## src/sv/gdw_pkg.sv

```systemverilog
`timescale 1ns / 1ps
// ----------------------------------------------------------------------------
// gdw_pkg
// Types, constants and small lookup functions for the Gregorian day number
// and weekday core.
// ----------------------------------------------------------------------------
package gdw_pkg;

    localparam int unsigned YEAR_W   = 14;
    localparam int unsigned MONTH_W  = 4;
    localparam int unsigned DAY_W    = 5;
    localparam int unsigned HOUR_W   = 5;
    localparam int unsigned MINUTE_W = 6;
    localparam int unsigned SECOND_W = 6;
    localparam int unsigned DN_W     = 22;
    localparam int unsigned WD_W     = 3;

    // year / 100 by reciprocal: exact for every 14-bit year
    localparam int unsigned DIV100_MUL   = 5243;
    localparam int unsigned DIV100_SHIFT = 19;
    localparam int unsigned PROD_W       = 27;
    localparam int unsigned QY_W         = 8;
    localparam int unsigned CENT_W       = 7;

    localparam logic [YEAR_W-1:0]   YEAR_MAX     = 14'd9999;
    localparam logic [YEAR_W-1:0]   DEF_YM       = 14'd1999;
    localparam logic [MONTH_W-1:0]  DEF_MM       = 4'd13;
    localparam logic [DAY_W-1:0]    DEF_DAY      = 5'd1;
    localparam logic [CENT_W-1:0]   DEF_CENT     = 7'd19;
    localparam logic [CENT_W-1:0]   DEF_YOC      = 7'd99;
    localparam logic [DN_W-1:0]     DEF_DAY_NUM  = 22'd730425;
    localparam logic [WD_W-1:0]     DEF_WEEKDAY  = 3'd6;
    localparam logic [DN_W-1:0]     MIN_DAY_NUM  = 22'd306;

    localparam logic [MONTH_W-1:0]  MONTH_FEB    = 4'd2;

    typedef struct packed {
        logic [YEAR_W-1:0]   in_year;
        logic [MONTH_W-1:0]  in_month;
        logic [DAY_W-1:0]    in_day;
        logic [HOUR_W-1:0]   in_hour;
        logic [MINUTE_W-1:0] in_minute;
        logic [SECOND_W-1:0] in_second;
    } t_fields;

    // checked date in march-based form, split into century and year of century
    typedef struct packed {
        logic                date_valid;
        logic [YEAR_W-1:0]   ym;
        logic [MONTH_W-1:0]  mm;
        logic [DAY_W-1:0]    day;
        logic [CENT_W-1:0]   cent;
        logic [CENT_W-1:0]   yoc;
    } t_march;

    typedef struct packed {
        logic                date_valid;
        logic [DN_W-1:0]     day_number;
        logic [WD_W-1:0]     weekday;
    } t_result;

    function automatic logic [DAY_W-1:0] month_len(input logic [MONTH_W-1:0] m,
                                                   input logic leap);
        logic [DAY_W-1:0] len;
        case (m)
            4'd1, 4'd3, 4'd5, 4'd7, 4'd8, 4'd10, 4'd12: len = 5'd31;
            4'd4, 4'd6, 4'd9, 4'd11:                    len = 5'd30;
            4'd2:                                       len = leap ? 5'd29 : 5'd28;
            default:                                    len = 5'd0;
        endcase
        return len;
    endfunction

    // (153*mm - 457) / 5 for march-based months 3..14
    function automatic logic [8:0] month_offset(input logic [MONTH_W-1:0] mm);
        logic [8:0] off;
        case (mm)
            4'd3:    off = 9'd0;
            4'd4:    off = 9'd31;
            4'd5:    off = 9'd61;
            4'd6:    off = 9'd92;
            4'd7:    off = 9'd122;
            4'd8:    off = 9'd153;
            4'd9:    off = 9'd184;
            4'd10:   off = 9'd214;
            4'd11:   off = 9'd245;
            4'd12:   off = 9'd275;
            4'd13:   off = 9'd306;
            4'd14:   off = 9'd337;
            default: off = 9'd0;
        endcase
        return off;
    endfunction

    // 13*(mm+1)/5 for march-based months 3..14
    function automatic logic [5:0] zeller_month(input logic [MONTH_W-1:0] mm);
        logic [5:0] t;
        case (mm)
            4'd3:    t = 6'd10;
            4'd4:    t = 6'd13;
            4'd5:    t = 6'd15;
            4'd6:    t = 6'd18;
            4'd7:    t = 6'd20;
            4'd8:    t = 6'd23;
            4'd9:    t = 6'd26;
            4'd10:   t = 6'd28;
            4'd11:   t = 6'd31;
            4'd12:   t = 6'd33;
            4'd13:   t = 6'd36;
            4'd14:   t = 6'd39;
            default: t = 6'd0;
        endcase
        return t;
    endfunction

    // x mod 7 by summing octal digits, since 8 is 1 mod 7
    function automatic logic [2:0] mod7_10(input logic [9:0] x);
        logic [4:0] s1;
        logic [3:0] s2;
        logic [2:0] r;
        s1 = 5'(x[2:0]) + 5'(x[5:3]) + 5'(x[8:6]) + 5'(x[9]);
        s2 = 4'(s1[2:0]) + 4'(s1[4:3]);
        r  = (s2 >= 4'd7) ? 3'(s2 - 4'd7) : s2[2:0];
        return r;
    endfunction

endpackage

```

## src/sv/gdw_req_if.sv

```systemverilog
`timescale 1ns / 1ps
// ----------------------------------------------------------------------------
// gdw_req_if
// Request channel: one date and time per transfer, valid/ready handshake.
// ----------------------------------------------------------------------------
interface gdw_req_if;
    logic        valid;
    logic        ready;
    logic [13:0] in_year;
    logic [3:0]  in_month;
    logic [4:0]  in_day;
    logic [4:0]  in_hour;
    logic [5:0]  in_minute;
    logic [5:0]  in_second;

    modport source (
        output valid, in_year, in_month, in_day, in_hour, in_minute, in_second,
        input  ready
    );

    modport sink (
        input  valid, in_year, in_month, in_day, in_hour, in_minute, in_second,
        output ready
    );
endinterface

```

## src/sv/gdw_rsp_if.sv

```systemverilog
`timescale 1ns / 1ps
// ----------------------------------------------------------------------------
// gdw_rsp_if
// Result channel: valid flag, day number and weekday, valid/ready handshake.
// ----------------------------------------------------------------------------
interface gdw_rsp_if;
    logic        valid;
    logic        ready;
    logic        date_valid;
    logic [21:0] day_number;
    logic [2:0]  weekday;

    modport source (
        output valid, date_valid, day_number, weekday,
        input  ready
    );

    modport sink (
        input  valid, date_valid, day_number, weekday,
        output ready
    );
endinterface

```

## src/sv/gregorian_date_day_number_weekday_core.sv

```systemverilog
`timescale 1ns / 1ps
// ----------------------------------------------------------------------------
// gregorian_date_day_number_weekday_core
// Checks a Gregorian date and time and returns the absolute day number and
// the weekday (0 Sunday).
//
// i_req carries one request: year, month, day, hour, minute, second. o_rsp
// returns one result per request, in order: date_valid, day_number, weekday.
// An invalid request (bad year, month, day or time of day) yields the values
// for 2000-01-01 with date_valid low.
// Four register stages: input, year/100, checked march-based date, result.
// A request is registered in each of those stages in turn before its result appears on o_rsp.
// Throughput is one request per cycle while o_rsp takes results; the year/100
// reciprocal multiply and the day number sum each have a stage of their own.
// Each stage moves when the stage after it is empty or moving, so i_req
// keeps taking requests into empty stages while o_rsp is stalled, and a
// held result stays stable until taken.
// Reset clears every stage's valid bit; no result is pending after reset.
// ----------------------------------------------------------------------------
module gregorian_date_day_number_weekday_core
    import gdw_pkg::*;
(
    input  logic         i_clk,
    input  logic         i_rst_n,
    gdw_req_if.sink      i_req,
    gdw_rsp_if.source    o_rsp
);

    logic              r_s1_v, r_s2_v, r_s3_v, r_out_v;
    t_fields           r_s1, r_s2;
    logic [QY_W-1:0]   r_s2_qy;
    t_march            r_s3;
    t_result           r_out;

    logic              rdy_out, rdy3, rdy2, rdy1;
    t_fields           n_s1;
    logic [PROD_W-1:0] prod_q;
    logic [QY_W-1:0]   n_s2_qy;
    t_march            n_s3;
    t_result           n_out;

    assign rdy_out = !r_out_v || o_rsp.ready;
    assign rdy3    = !r_s3_v  || rdy_out;
    assign rdy2    = !r_s2_v  || rdy3;
    assign rdy1    = !r_s1_v  || rdy2;

    assign i_req.ready = rdy1;

    assign n_s1.in_year   = i_req.in_year;
    assign n_s1.in_month  = i_req.in_month;
    assign n_s1.in_day    = i_req.in_day;
    assign n_s1.in_hour   = i_req.in_hour;
    assign n_s1.in_minute = i_req.in_minute;
    assign n_s1.in_second = i_req.in_second;

    // year / 100 by reciprocal multiply
    assign prod_q  = PROD_W'(r_s1.in_year) * PROD_W'(DIV100_MUL);
    assign n_s2_qy = prod_q[PROD_W-1:DIV100_SHIFT];

    gdw_check u_check (
        .i_fields (r_s2),
        .i_qy     (r_s2_qy),
        .o_march  (n_s3)
    );

    gdw_calc u_calc (
        .i_march  (r_s3),
        .o_result (n_out)
    );

    always_ff @(posedge i_clk) begin
        if (!i_rst_n) begin
            r_s1_v  <= 1'b0;
            r_s2_v  <= 1'b0;
            r_s3_v  <= 1'b0;
            r_out_v <= 1'b0;
        end else begin
            if (rdy1) begin
                r_s1_v <= i_req.valid;
            end
            if (rdy2) begin
                r_s2_v <= r_s1_v;
            end
            if (rdy3) begin
                r_s3_v <= r_s2_v;
            end
            if (rdy_out) begin
                r_out_v <= r_s3_v;
            end
        end
    end

    always_ff @(posedge i_clk) begin
        if (rdy1 && i_req.valid) begin
            r_s1 <= n_s1;
        end
        if (rdy2 && r_s1_v) begin
            r_s2    <= r_s1;
            r_s2_qy <= n_s2_qy;
        end
        if (rdy3 && r_s2_v) begin
            r_s3 <= n_s3;
        end
        if (rdy_out && r_s3_v) begin
            r_out <= n_out;
        end
    end

    assign o_rsp.valid      = r_out_v;
    assign o_rsp.date_valid = r_out.date_valid;
    assign o_rsp.day_number = r_out.day_number;
    assign o_rsp.weekday    = r_out.weekday;

`ifndef ASSERT_OFF
    a_default_date: assert property (@(posedge i_clk) disable iff (!i_rst_n)
        (o_rsp.valid && !o_rsp.date_valid)
            |-> (o_rsp.day_number == DEF_DAY_NUM && o_rsp.weekday == DEF_WEEKDAY))
        else $error("substituted date does not give 2000-01-01 results");

    a_day_num_range: assert property (@(posedge i_clk) disable iff (!i_rst_n)
        o_rsp.valid |-> (o_rsp.day_number >= MIN_DAY_NUM && o_rsp.weekday <= 3'd6))
        else $error("day number or weekday out of range");

    a_result_moves: assert property (@(posedge i_clk) disable iff (!i_rst_n)
        (r_s3_v && rdy_out) |=> o_rsp.valid)
        else $error("checked date lost on its way to the result register");

    a_no_overrun: assert property (@(posedge i_clk) disable iff (!i_rst_n)
        (r_s1_v && r_s2_v && r_s3_v && r_out_v && !o_rsp.ready) |-> !i_req.ready)
        else $error("request taken while the pipeline is full and stalled");
`endif

endmodule

```

## src/sv/gdw_check.sv

```systemverilog
`timescale 1ns / 1ps
// ----------------------------------------------------------------------------
// gdw_check
// Validates a date and time and converts it to march-based year and month,
// with the year split into century and year of century.
// ----------------------------------------------------------------------------
module gdw_check
    import gdw_pkg::*;
(
    input  t_fields           i_fields,
    input  logic [QY_W-1:0]   i_qy,
    output t_march            o_march
);

    logic [14:0]          prod100;
    logic [YEAR_W-1:0]    rem_w;
    logic [CENT_W-1:0]    rem;
    logic                 leap;
    logic                 ok;
    logic                 early;

    assign prod100 = 15'(i_qy) * 15'd100;
    assign rem_w   = i_fields.in_year - prod100[YEAR_W-1:0];
    assign rem     = rem_w[CENT_W-1:0];

    assign leap = ((i_fields.in_year[1:0] == 2'd0) && (rem != 7'd0))
               || ((rem == 7'd0) && (i_qy[1:0] == 2'd0));

    always_comb begin
        ok = (i_fields.in_year != '0) && (i_fields.in_year <= YEAR_MAX)
          && (i_fields.in_month inside {[4'd1:4'd12]})
          && (i_fields.in_day != '0)
          && (i_fields.in_day <= month_len(i_fields.in_month, leap))
          && (i_fields.in_hour <= 5'd23)
          && (i_fields.in_minute <= 6'd59)
          && (i_fields.in_second <= 6'd59);
    end

    assign early = (i_fields.in_month <= MONTH_FEB);

    always_comb begin
        o_march.date_valid = ok;
        if (!ok) begin
            o_march.ym   = DEF_YM;
            o_march.mm   = DEF_MM;
            o_march.day  = DEF_DAY;
            o_march.cent = DEF_CENT;
            o_march.yoc  = DEF_YOC;
        end else if (early) begin
            // january and february count with the previous year
            o_march.ym  = i_fields.in_year - 14'd1;
            o_march.mm  = i_fields.in_month + 4'd12;
            o_march.day = i_fields.in_day;
            if (rem == 7'd0) begin
                o_march.cent = CENT_W'(i_qy - 8'd1);
                o_march.yoc  = 7'd99;
            end else begin
                o_march.cent = i_qy[CENT_W-1:0];
                o_march.yoc  = rem - 7'd1;
            end
        end else begin
            o_march.ym   = i_fields.in_year;
            o_march.mm   = i_fields.in_month;
            o_march.day  = i_fields.in_day;
            o_march.cent = i_qy[CENT_W-1:0];
            o_march.yoc  = rem;
        end
    end

endmodule

```

## src/sv/gdw_calc.sv

```systemverilog
`timescale 1ns / 1ps
// ----------------------------------------------------------------------------
// gdw_calc
// Absolute day number and Zeller weekday of a march-based date.
// ----------------------------------------------------------------------------
module gdw_calc
    import gdw_pkg::*;
(
    input  t_march   i_march,
    output t_result  o_result
);

    logic [DN_W-1:0] dn;
    logic [9:0]      zsum;
    logic [2:0]      z;

    assign dn = DN_W'(i_march.ym) * 22'd365
              + DN_W'(i_march.ym >> 2)
              - DN_W'(i_march.cent)
              + DN_W'(i_march.cent >> 2)
              + DN_W'(month_offset(i_march.mm))
              + DN_W'(i_march.day)
              - 22'd1;

    assign zsum = 10'(i_march.day)
                + 10'(zeller_month(i_march.mm))
                + 10'(i_march.yoc)
                + 10'(i_march.yoc >> 2)
                + 10'(i_march.cent >> 2)
                + 10'(i_march.cent) * 10'd5;

    assign z = mod7_10(zsum);

    // zeller gives 0 for saturday; shift so sunday is 0
    assign o_result.date_valid = i_march.date_valid;
    assign o_result.day_number = dn;
    assign o_result.weekday    = (z == 3'd0) ? 3'd6 : z - 3'd1;

endmodule
```

## src/flat_wrapper.sv

```systemverilog
// flat-port wrapper written by rule: the top's interface ports become plain ports
module gregorian_date_day_number_weekday_core_flat import gdw_pkg::*;
  (i_clk, i_rst_n, i_req_valid, i_req_in_year, i_req_in_month, i_req_in_day, i_req_in_hour, i_req_in_minute, i_req_in_second, i_req_ready, o_rsp_valid, o_rsp_date_valid, o_rsp_day_number, o_rsp_weekday, o_rsp_ready);
  gdw_req_if i_req_i ();
  gdw_rsp_if o_rsp_i ();
  input  logic i_clk;
  input  logic i_rst_n;
  input wire logic [$bits(i_req_i.valid)-1:0] i_req_valid;
  input wire logic [$bits(i_req_i.in_year)-1:0] i_req_in_year;
  input wire logic [$bits(i_req_i.in_month)-1:0] i_req_in_month;
  input wire logic [$bits(i_req_i.in_day)-1:0] i_req_in_day;
  input wire logic [$bits(i_req_i.in_hour)-1:0] i_req_in_hour;
  input wire logic [$bits(i_req_i.in_minute)-1:0] i_req_in_minute;
  input wire logic [$bits(i_req_i.in_second)-1:0] i_req_in_second;
  output wire logic [$bits(i_req_i.ready)-1:0] i_req_ready;
  output wire logic [$bits(o_rsp_i.valid)-1:0] o_rsp_valid;
  output wire logic [$bits(o_rsp_i.date_valid)-1:0] o_rsp_date_valid;
  output wire logic [$bits(o_rsp_i.day_number)-1:0] o_rsp_day_number;
  output wire logic [$bits(o_rsp_i.weekday)-1:0] o_rsp_weekday;
  input wire logic [$bits(o_rsp_i.ready)-1:0] o_rsp_ready;
  assign i_req_i.valid = i_req_valid;
  assign i_req_i.in_year = i_req_in_year;
  assign i_req_i.in_month = i_req_in_month;
  assign i_req_i.in_day = i_req_in_day;
  assign i_req_i.in_hour = i_req_in_hour;
  assign i_req_i.in_minute = i_req_in_minute;
  assign i_req_i.in_second = i_req_in_second;
  assign i_req_ready = i_req_i.ready;
  assign o_rsp_valid = o_rsp_i.valid;
  assign o_rsp_date_valid = o_rsp_i.date_valid;
  assign o_rsp_day_number = o_rsp_i.day_number;
  assign o_rsp_weekday = o_rsp_i.weekday;
  assign o_rsp_i.ready = o_rsp_ready;
  gregorian_date_day_number_weekday_core u_core (.i_clk(i_clk), .i_rst_n(i_rst_n), .i_req(i_req_i), .o_rsp(o_rsp_i));
endmodule
```

## config.mk

```make
export PLATFORM = sky130hd
export DESIGN_NAME = gregorian_date_day_number_weekday_core_flat
export DESIGN_NICKNAME = d
export VERILOG_FILES = /design/src/sv/gdw_pkg.sv /design/src/sv/gdw_req_if.sv /design/src/sv/gdw_rsp_if.sv /design/src/sv/gregorian_date_day_number_weekday_core.sv /design/src/sv/gdw_check.sv /design/src/sv/gdw_calc.sv /design/src/flat_wrapper.sv
export SDC_FILE = /design/constraint.sdc
export NUM_CORES = 1
export LEC_CHECK = 0
export ABC_AREA = 1
export BUFFER_PORTS_ARGS = -buffer_cell sky130_fd_sc_hd__buf_2
export CELL_PAD_IN_SITES_DETAIL_PLACEMENT = 1
export CELL_PAD_IN_SITES_GLOBAL_PLACEMENT = 1
export CORE_AREA = 2 2 190 192
export CTS_BUF_LIST = sky130_fd_sc_hd__clkbuf_16
export DETAILED_ROUTE_END_ITERATION = 8
export DIE_AREA = 0 0 192 194
export PLACE_DENSITY = 0.8
export SYNTH_ARGS = -nofsm -noshare
export SYNTH_HDL_FRONTEND = slang
export SYNTH_SLANG_ARGS = --single-unit
export TNS_END_PERCENT = 100
```

## constraint.sdc

```tcl
create_clock -name i_clk -period 6.82 [get_ports i_clk]
set_input_delay 0.682 -clock i_clk [delete_from_list [all_inputs] [get_ports i_clk]]
set_output_delay 0.682 -clock i_clk [all_outputs]
set_load 0.005 [all_outputs]
```

==> After elaboration in Yosys (flattened, before gate mapping) <==
Memories as Yosys holds them, arrays and structs flattened. A register that Yosys moved wholly into a read port is not among the register bits.
Index checks and enable logic that the tools add are counted.
W data, S select, Z words.
{ "word_totals": {"n_memories": 2, "out_inout_bits": 28, "register_bits": 156, "rom_bits": 240} }
{ "memory_table": {"columns": ["name", "words", "width", "read_ports", "rd_clocked_by_memory_dff", "write_ports", "line_no", "text"], "rows": [
  ["(name not given)", 16, 9, 1, 1, 0, "gdw_pkg.sv:77", "case (mm)"],
  ["(name not given)", 16, 6, 1, 1, 0, "gdw_pkg.sv:98", "case (mm)"]
]} }
{ "classes": {"reduce_logical": 32, "n_mux": 9, "n_addsub": 22, "n_eq_ne": 12, "n_mul": 4, "magnitude_cmp": 9} }
{ "op_table": {"columns": ["op", "n"], "rows": [
  ["$add A22 B5 Y22", 2],
  ["$mux W37", 1],
  ["$mul A14 B13 Y27 const B", 1],
  ["$add A22 B12 Y22", 1],
  ["$add A22 B9 Y22", 1],
  ["$mul A14 B9 Y22 const B", 1],
  ["$sub A22 B1 Y22 const B", 1],
  ["$sub A22 B7 Y22", 1],
  ["$eq A4 B4 Y1 const B", 5],
  ["$eq A4 B3 Y1 const B", 4],
  ["$mux W4", 4],
  ["$pmux W5 S3", 1],
  ["$le A14 B14 Y1 const B", 1],
  ["$logic_and A1 B1 Y1", 14],
  ["$mux W14", 1],
  ["$reduce_bool A14 Y1", 1],
  ["$sub A14 B1 Y14 const B", 1],
  ["$sub A7 B1 Y7 const B", 2],
  ["$le A6 B6 Y1 const B", 2],
  ["$add A10 B10 Y10", 1],
  ["$add A9 B5 Y10", 1],
  ["$mul A7 B3 Y10 const B", 1],
  ["$add A8 B5 Y9", 1],
  ["$add A7 B7 Y8", 1],
  ["other kinds (29)", 38]
]} }

==> Depth between registers and ports, before layout <==
Gate-level depths: netlist of run 1.
{ "depth": {"depth_word": 14, "depth_mapped": 31, "ltp_nobuf": 31} }

==> Hierarchy <==
Synthesis of run 1 repeated with hierarchy kept, for this count alone.
{ "hier_totals": {"cells_unflattened": 1749, "hier_area_um2": 16529.6} }
{ "by_module_without_submodules": {"columns": ["module", "seq_area_each_um2", "n_inst", "area_per_inst_um2", "cells_per_inst"], "rows": [
  ["gregorian_date_day_number_weekday_core", 4644.5, 1, 8500.7, 652],
  ["gdw_calc", 0.0, 1, 6550.0, 813],
  ["gdw_check", 0.0, 1, 1478.9, 284]
]} }

==> Worst setup path before layout of run 1 <==
Ideal clock, no wire load.
{ "synth_timing": {"path_type": "register to register", "from": "register u_core.r_s3[3] in the netlist's numbering", "to": "register u_core.r_out (netlist bit u_core.o_rsp.weekday[2]), data pin", "t_required_ps": 6555, "stages_incl_launch_ff": 32, "path_slack_ps": 100, "t_arrival_ps": 6455, "path_buffers": 0, "path_cell_list": "edfxtp_1 inv_1 fa_1 fa_1 inv_1 fa_1 inv_1 fa_1 inv_1 fa_1 nand3_1 nand2_1 nand2_1 nand2_1 a21oi_1 xor2_1 fa_1 inv_1 ha_1 nand3_1 nand3_1 xnor2_1 ha_1 fa_1 ha_1 inv_1 o22ai_1 xor2_1 inv_1 ha_1 o21ai_0 o21ai_0"} }
{ "synth_between": {"elab_chain_len": 11, "word_cells_on_any_way": 13} }
{ "synth_lines": {"columns": ["item", "line_no", "text"], "rows": [
  ["from (decl)", "gregorian_date_day_number_weekday_core.sv:32", "t_march r_s3;"],
  ["from (signal assigned)", "gregorian_date_day_number_weekday_core.sv:102", "r_s3 <= n_s3;"],
  ["$add A7 B7 Y8", "gdw_calc.sv:27", "+ 10'(i_march.yoc)"],
  ["$add A8 B5 Y9 *", "gdw_calc.sv:28", "+ 10'(i_march.yoc >> 2)"],
  ["$add A9 B5 Y10 *", "gdw_calc.sv:29", "+ 10'(i_march.cent >> 2)"],
  ["$add A10 B10 Y10 *", "gdw_calc.sv:30", "+ 10'(i_march.cent) * 10'd5;"],
  ["$add A3 B3 Y4", "gdw_pkg.sv:121", "s1 = 5'(x[2:0]) + 5'(x[5:3]) + 5'(x[8:6]) + 5'(x[9]);"],
  ["$add A4 B3 Y5", "gdw_pkg.sv:121", null],
  ["$add A5 B1 Y5 *", "gdw_pkg.sv:121", null],
  ["$add A3 B2 Y4 *", "gdw_pkg.sv:122", "s2 = 4'(s1[2:0]) + 4'(s1[4:3]);"],
  ["$ge A4 B3 Y1 / $sub A3 B3 Y3 (equally long branches)", "gdw_pkg.sv:123", "r = (s2 >= 4'd7) ? 3'(s2 - 4'd7) : s2[2:0];"],
  ["$mux W3 *", "gdw_pkg.sv:123", null],
  ["$sub A3 B1 Y3 / $logic_not A3 Y1 (equally long branches)", "gdw_calc.sv:37", "assign o_result.weekday = (z == 3'd0) ? 3'd6 : z - 3'd1;"],
  ["to (signal assigned)", "gregorian_date_day_number_weekday_core.sv:105", "r_out <= n_out;"],
  ["to (decl)", "gregorian_date_day_number_weekday_core.sv:33", "t_result r_out;"]
]} }
Mark *: on every way between the ends. The rest lies on a longest branch, timed or not.
A chain may end at the register's enable or synchronous reset.

==> Worst setup path after layout of run 1 <==
Same ends and word-level chain as after synthesis.

==> results_tabular.tex, run 1 <==
\begin{tabular}{lr}
\hline
Metric & Value \\
\hline
\multicolumn{2}{l}{\textbf{Outcome}} \\
\quad Run status & finished, final reports clean \\
\multicolumn{2}{l}{\textbf{STA}} \\
\quad Total negative setup slack & 0 ns \\
\quad \# setup viols final & 0 \\
\quad Skew final & 0.0200 ns \\
\quad Period utilization & 99.3\% \\
\quad Tmin final & 6.77 ns \\
\quad Measured slew at the worst slew-check pin & 1.02 ns \\
\quad Final-layout worst hold slack & 0.397 ns \\
\quad Maximum frequency from static timing analysis & 148 MHz \\
\quad Max-slew headroom at the worst pin & 32.1\% \\
\quad Setup repair after global routing missed its margin & yes \\
\quad Final hold violation count & 0 \\
\quad Max-slew violation total from the final report & 0 \\
\multicolumn{2}{l}{\textbf{Global route}} \\
\quad Antenna violations before repair & 0 \\
\quad Pin count of the biggest net entering global routing & 49 \\
\quad Met3 routing resource usage after global routing & 3.19\% \\
\quad Global-route met1 utilization & 27.1\% \\
\quad Grt met2 use & 43.6\% \\
\quad Overall Global Routing Usage & 23.2\% \\
\quad Number of global-route vias before repair & 13000 \\
\quad Wire length of the first global-routing pass & 66500 µm \\
\quad Overall overflow remaining after global route & 0 \\
\quad Peak-usage layer in the global routing report & met2 \\
\multicolumn{2}{l}{\textbf{Clock tree}} \\
\quad CTS sink cnt & 154 \\
\quad Clock Root Buffer & sky130\_fd\_sc\_hd\_\_clkbuf\_16 \\
\quad TritonCTS clock tree & done \\
\quad Clk Latency, worst-skew pair & 0.45 ns \\
\quad Clock input transition at the sequential cells of the worst setup and hold paths & 0.08 ns \\
\quad Total number of H-tree levels & 4 \\
\quad Clock Tree Buf Depth & 2 \\
\quad Cts bufs inserted & 17 \\
\multicolumn{2}{l}{\textbf{Final layout}} \\
\quad Post-route non-filler standard cell count & 2169 \\
\quad Area used by multi-input combinational logic & 10200 µm² \\
\quad Sequential cell area in the final layout & 4450 µm² \\
\quad Layout cell share with drive strength beyond 1 & 12.9\% \\
\quad Commonest non-fill, non-tap cell in the layout & sky130\_fd\_sc\_hd\_\_inv\_1 \\
\quad Diodes inserted & 0 \\
\quad Layout Cell Area excl Fill & 17800 µm² \\
\quad Filler cell count in the final layout & 3975 \\
\quad Commonest non-fill, non-tap cells in the layout & sky130\_fd\_sc\_hd\_\_inv\_1, sky130\_fd\_sc\_hd\_\_ha\_1, sky130\_fd\_sc\_hd\_\_nand2\_1 \\
\quad Nets & 2174 \\
\quad Area added between synthesis and finish & 11.8\% \\
\multicolumn{2}{l}{\textbf{Setup path}} \\
\quad Data required time at the worst endpoint & 7.12 ns \\
\quad Critical path's slowest cell & sky130\_fd\_sc\_hd\_\_fa\_1 \\
\quad Gate family responsible for the most delay along the worst path & adder cells \\
\quad Timing endpoint of the critical path & u\_core.o\_rsp.weekday[2] \\
\quad FF-to-FF setup slack & 0.05 ns \\
\quad Path length in cells of the critical path & 27 \\
\quad R2R cell count & 27 \\
\quad Kind of end point of the critical path & register \\
\quad Kind of start point of the critical path & register \\
\quad Most Frequent Cell on Critical Path & sky130\_fd\_sc\_hd\_\_fa\_1 \\
\quad Startpoint of the worst-slack reg-to-reg timing path & u\_core.r\_s3[3] \\
\quad Critical path buffer and inverter count & 10 \\
\quad Largest driver fanout on the critical path & 3 \\
\quad Arr. time, crit path & 7.07 ns \\
\quad Reg-to-reg endpoint & u\_core.o\_rsp.weekday[2] \\
\quad Crit. Startpoint & u\_core.r\_s3[3] \\
\quad Crit Path Class & reg -> reg \\
\quad Highest cell delay on the worst timing path & 0.57 ns \\
\multicolumn{2}{l}{\textbf{Min path}} \\
\quad Cell depth of the worst hold path & 1 \\
\quad Worst hold path class & in -> reg \\
\multicolumn{2}{l}{\textbf{Logic synthesis}} \\
\quad Number of synthesized flops with an enable pin & 137 \\
\quad Nets in the synthesized netlist & 2064 \\
\quad Register bit total from synthesis & 154 \\
\quad Synth area leaders & sky130\_fd\_sc\_hd\_\_edfxtp\_1, sky130\_fd\_sc\_hd\_\_fa\_1, sky130\_fd\_sc\_hd\_\_ha\_1 \\
\quad Most used flip-flop cell after synthesis & sky130\_fd\_sc\_hd\_\_edfxtp\_1 \\
\quad Number of warnings issued by yosys & 0 \\
\quad Register area share after synthesis & 27.9\% \\
\quad Per-instance average area after synthesis & 10.1 µm² \\
\quad Share of the synthesized area in the top cell type & 25.8\% \\
\quad Synth Cell Area & 15900 µm² \\
\quad Share of flip-flops with an asynchronous set or reset & 0\% \\
\quad Post-synth top area cell & sky130\_fd\_sc\_hd\_\_edfxtp\_1 \\
\quad Count of different cell masters after synthesis & 46 \\
\quad Synthesized netlist cell count & 1586 \\
\multicolumn{2}{l}{\textbf{Floorplan}} \\
\quad Full die area & 37200 µm² \\
\quad Horiz. Die Dim & 192 µm \\
\quad Number of I/O pins & 72 \\
\quad Die Y-Extent & 194 µm \\
\quad Effective utilization at floorplan & 45.3\% \\
\quad Standard-cell rows & 69 \\
\quad Placeable core region & 35200 µm² \\
\multicolumn{2}{l}{\textbf{Route}} \\
\quad DRC Markers & 0 \\
\quad Number of detailed-routing iterations run before antenna repair & 4 \\
\quad Average detailed-routed wire length per instance & 18.6 µm \\
\quad DRT Wirelength & 40500 µm \\
\quad Count of vias placed by the detailed router & 11000 \\
\quad Post-detailed-route count of antenna-violating nets & 0 \\
\quad Number of vias per cell after detailed routing & 5.09 \\
\quad Violation count after the first detailed-route iteration & 502 \\
\multicolumn{2}{l}{\textbf{Placed design}} \\
\quad Cell total after placement & 2121 \\
\quad IO buf count & 64 \\
\quad Post-detail-place hpwl & 33000 µm \\
\quad Placed Instance Area & 16900 µm² \\
\quad Global placer's final weighted congestion & 0.888 \\
\multicolumn{2}{l}{\textbf{Run}} \\
\quad Number of max-capacitance violations reported & 0 \\
\hline
\end{tabular}
==> logic make-up after synthesis <==
group | share of synthesized area, %
buf+inv | 9.66
mux | 0.0628
simple gates | 11.7
flops | 27.9
fa+ha+maj | 42.7
xor+xnor | 3.19
compound gates | 4.76
==> layer usage <==
metal | wire length, µm | part of all wire [%]
met1 | 16500 | 41
met2 | 21800 | 54
met3 | 1130 | 2.8
met4 | 1000 | 2.5
met5 | 0 | 0
==> Yosys cell counts (4+ instances only) <==
master	n
sky130_fd_sc_hd__nor2_1	79
sky130_fd_sc_hd__nand2_4	6
sky130_fd_sc_hd__nand4_1	12
sky130_fd_sc_hd__inv_1	387
sky130_fd_sc_hd__o21bai_1	4
sky130_fd_sc_hd__ha_1	251
sky130_fd_sc_hd__nor2_2	8
sky130_fd_sc_hd__o21ai_1	5
sky130_fd_sc_hd__or2_2	5
sky130_fd_sc_hd__nand3_2	6
sky130_fd_sc_hd__a21oi_1	62
sky130_fd_sc_hd__buf_6	4
sky130_fd_sc_hd__nor2_4	5
sky130_fd_sc_hd__nand2_1	188
sky130_fd_sc_hd__a31oi_1	5
sky130_fd_sc_hd__xnor2_1	26
sky130_fd_sc_hd__o21ai_0	35
sky130_fd_sc_hd__dfxtp_1	17
sky130_fd_sc_hd__nor4_1	6
sky130_fd_sc_hd__xor2_1	32
sky130_fd_sc_hd__fa_1	183
sky130_fd_sc_hd__nand2_2	7
sky130_fd_sc_hd__nand3_1	63
sky130_fd_sc_hd__nor3_1	12
sky130_fd_sc_hd__edfxtp_1	137
sky130_fd_sc_hd__a21o_1	10
sky130_fd_sc_hd__inv_2	7
==> repair_timing <==
action                                  CTS  global route
buffers inserted                         15             3
pin swaps                                33            26
hold buffers                              0             0
resized for setup                        31            23
endpoints found under the setup margin    3             3
==> stage by stage <==
step	setup WS, ns	utilization, %
finish	0.0471	50.6
floorplan	0.0997	-
global route	-0.230	50.6
detailed placement	-0.493	48.0
global placement	-0.0482	48.0
CTS	-0.0125	50.3
==> state kept, by name, indices dropped and copies added (netlist names), named ones only <==
register	flops
u_core.r_s2_v	1
u_core.r_s2_qy	7
u_core.r_s2	33
u_core.r_s1_v	1
u_core.o_rsp.valid	1
u_core.r_s3_v	1
u_core.r_s3	38
u_core.o_rsp.date_valid	1
u_core.o_rsp.weekday	3
u_core.r_s1	33
u_core.o_rsp.day_number	22
==> how the worst min path moves through the flow <==
stage	from	end	slack, ns
floorplan	u_core.r_s3[37]	u_core.o_rsp.date_valid	0.40
global placement	u_core.r_s1[11]	u_core.r_s2[11]	0.40
detailed placement	u_core.r_s1[18]	u_core.r_s2[18]	0.41
CTS	i_req_in_day[1]	u_core.r_s1[18]	0.38
global route	i_req_in_day[2]	u_core.r_s1[19]	0.38
finish	i_req_in_day[2]	u_core.r_s1[19]	0.40
==> area by class of cell <==
| type | instances | area share, % |
|---|---|---|
| clock buffers | 17 | 2.39 |
| clock inverters | 14 | 0.835 |
| inverters | 395 | 8.33 |
| multi-input cells | 1031 | 57.0 |
| flip-flops and latches | 154 | 25.0 |
| well taps | 461 | 3.24 |
| repair buffers | 97 | 3.23 |
Power of run 1 is left out: the tool's default activity adds up to more than one toggle a clock period on the data nets, which glitch-free logic cannot reach.
==> run 2: changes to the inputs <==
Settings changed: SETUP_SLACK_MARGIN set to 0.1.
==> run 2 against run 1 <==
Compared with the run above: cell count is 0.23% lower; global-route usage is 0.30 points lower; flip-flop and latch count stayed put.
==> results_tabular.tex, run 2 (same netlist as run 1, synthesis figures left out) <==
\begin{tabular}{lr}
\hline
Metric & Value \\
\hline
\multicolumn{2}{l}{\textbf{Outcome}} \\
\quad Run status & finished, final reports clean \\
\multicolumn{2}{l}{\textbf{Setup path}} \\
\quad Critical path's slowest cell & sky130\_fd\_sc\_hd\_\_fa\_1 \\
\quad Most Frequent Cell on Critical Path & sky130\_fd\_sc\_hd\_\_fa\_1 \\
\quad Critical path buffer and inverter count & 6 (-4) \\
\quad Kind of start point of the critical path & register \\
\quad Kind of end point of the critical path & register \\
\quad Largest driver fanout on the critical path & 3 (unchanged) \\
\quad Crit Path Class & reg -> reg \\
\quad Gate family responsible for the most delay along the worst path & adder cells \\
\quad Highest cell delay on the worst timing path & 0.54 ns (-0.03 ns) \\
\quad Arr. time, crit path & 6.97 ns (-0.10 ns) \\
\quad Data required time at the worst endpoint & 6.99 ns (-0.13 ns) \\
\multicolumn{2}{l}{\textbf{Route}} \\
\quad Post-detailed-route count of antenna-violating nets & 0 (unchanged) \\
\quad Number of vias per cell after detailed routing & 5.05 (-0.74\%) \\
\quad Average detailed-routed wire length per instance & 18.5 µm (-0.77\%) \\
\quad DRT Wirelength & 40000 µm (-1.0\%) \\
\quad Violation count after the first detailed-route iteration & 351 (-30\%) \\
\quad Number of detailed-routing iterations run before antenna repair & 4 (unchanged) \\
\quad DRC Markers & 0 (unchanged) \\
\quad Count of vias placed by the detailed router & 10900 (-0.97\%) \\
\multicolumn{2}{l}{\textbf{Run}} \\
\quad Number of max-capacitance violations reported & 0 (unchanged) \\
\multicolumn{2}{l}{\textbf{Clock tree}} \\
\quad Clock Root Buffer & sky130\_fd\_sc\_hd\_\_clkbuf\_16 \\
\quad Cts bufs inserted & 17 (unchanged) \\
\quad Total number of H-tree levels & 4 (unchanged) \\
\quad CTS sink cnt & 154 (unchanged) \\
\quad Clk Latency, worst-skew pair & 0.46 ns (about the same) \\
\quad TritonCTS clock tree & done \\
\quad Clock Tree Buf Depth & 2 (unchanged) \\
\quad Clock input transition at the sequential cells of the worst setup and hold paths & 0.08 ns (about the same) \\
\quad CTS hold repair buffers & 0 (unchanged) \\
\multicolumn{2}{l}{\textbf{STA}} \\
\quad Skew final & 0.0231 ns (+0.00305 ns) \\
\quad Measured slew at the worst slew-check pin & 1.01 ns (-0.00283 ns) \\
\quad Tmin final & 6.80 ns (+0.0251 ns) \\
\quad Max-slew headroom at the worst pin & 32.2\% (+0.19 points) \\
\quad Setup repair after global routing missed its margin & yes \\
\quad Final hold violation count & 0 (unchanged) \\
\quad Period utilization & 99.7\% (+0.37 points) \\
\quad Total negative setup slack & 0 ns (unchanged) \\
\quad Max-slew violation total from the final report & 0 (unchanged) \\
\quad \# setup viols final & 0 (unchanged) \\
\quad Maximum frequency from static timing analysis & 147 MHz (-0.37\%) \\
\multicolumn{2}{l}{\textbf{Floorplan}} \\
\quad Die Y-Extent & 194 µm (unchanged) \\
\quad Placeable core region & 35200 µm² (unchanged) \\
\quad Horiz. Die Dim & 192 µm (unchanged) \\
\quad Full die area & 37200 µm² (unchanged) \\
\quad Effective utilization at floorplan & 45.3\% (unchanged) \\
\quad Standard-cell rows & 69 (unchanged) \\
\quad Number of I/O pins & 72 (unchanged) \\
\multicolumn{2}{l}{\textbf{Final layout}} \\
\quad Registers with the most flip-flops & u\_core.r\_s3 (38), u\_core.r\_s1 (33), u\_core.r\_s2 (33) \\
\quad Area added between synthesis and finish & 11.2\% \\
\quad Flip-flop count of the largest register after layout & 38 (unchanged) \\
\quad Commonest non-fill, non-tap cell in the layout & sky130\_fd\_sc\_hd\_\_inv\_1 \\
\quad Diodes inserted & 0 (unchanged) \\
\quad Nets & 2170 (-0.18\%) \\
\quad Most flops, register & u\_core.r\_s3 \\
\quad Commonest non-fill, non-tap cells in the layout & sky130\_fd\_sc\_hd\_\_inv\_1, sky130\_fd\_sc\_hd\_\_ha\_1, sky130\_fd\_sc\_hd\_\_nand2\_1 \\
\quad Layout cell share with drive strength beyond 1 & 12.2\% (-0.73 points) \\
\multicolumn{2}{l}{\textbf{Global route}} \\
\quad Overall Global Routing Usage & 22.9\% (-0.30 points) \\
\quad Wire length of the first global-routing pass & 65400 µm (-1.7\%) \\
\quad Number of global-route vias before repair & 12600 (-3.0\%) \\
\quad Overall overflow remaining after global route & 0 (unchanged) \\
\quad Pin count of the biggest net entering global routing & 49 (unchanged) \\
\quad Antenna violations before repair & 0 (unchanged) \\
\multicolumn{2}{l}{\textbf{Min path}} \\
\quad Worst hold path class & in -> reg \\
\multicolumn{2}{l}{\textbf{Placed design}} \\
\quad Global placer's final weighted congestion & 0.880 (-0.88\%) \\
\quad IO buf count & 64 (unchanged) \\
\quad Post-detail-place hpwl & 31900 µm (-3.2\%) \\
\hline
\end{tabular}
-- run 2: changes by cell type in the layout (fill, tap and decap cells not counted), sizes merged --
| cell | delta |
|---|---|
| clkinv | -1 |
| bufinv | +1 |
| buf | -4 |
| inv | -1 |
-- run 2: worst paths after layout --
kind,endpoint,slack [ns],cells after the start,from
setup / recovery,u_core.o_rsp.weekday[2],0.02,29,u_core.r_s3[5]
hold / removal,u_core.r_s1[19],0.39,1,i_req_in_day[2]
setup reg to reg,u_core.o_rsp.weekday[2],0.02,29,u_core.r_s3[5]
hold reg to reg,u_core.r_s2[10],0.42,0,u_core.r_s1[10]
-- run 2: final cells by class --
type / count / area (µm²)
fill: 3980 / 17500
tap: 461 / 577
inverter: 395 / 1490
multi-input combinational: 1031 / 10100
clock inverter: 13 / 154
timing repair buffer: 93 / 542
clock buffer: 17 / 425
sequential: 154 / 4450
-- run 2: timing repair --
item / in CTS / in global routing
endpoints found under the setup margin: 3 / 3
buffers inserted: 14 / 4
pin swaps: 33 / 16
gates resized for setup: 30 / 10
-- run 2: metal layers --
layer / wire length, µm / vias to the layer above / track usage, %
met3: 1130 / 59 / 3.71
met2: 21300 / 143 / 42.3
met4: 919 / 0 / 6.42
met1: 16700 / 5494 / 27.2
met5: 0 / - / 0
li1: - / 5235 / -
-- run 2: stage by stage --
stage | instance area (µm²) | worst slack (ns) | utilization (%) | instances | hold WS [ns]
5_1_grt | 17700 | -0.276 | 50.3 | 2164 | 0.386
6_report | 17700 | 0.0220 | 50.3 | 2164 | 0.394
3_5_place_dp | 16900 | -0.366 | 48.0 | 2116 | 0.406
3_3_place_gp | 16900 | -0.00188 | 48.0 | 2116 | 0.404
4_1_cts | 17700 | 0.0121 | 50.1 | 2160 | 0.377
2_1_floorplan | 16000 | 0.160 | - | 1586 | 0.400
Power of run 2 is left out for the same reason.
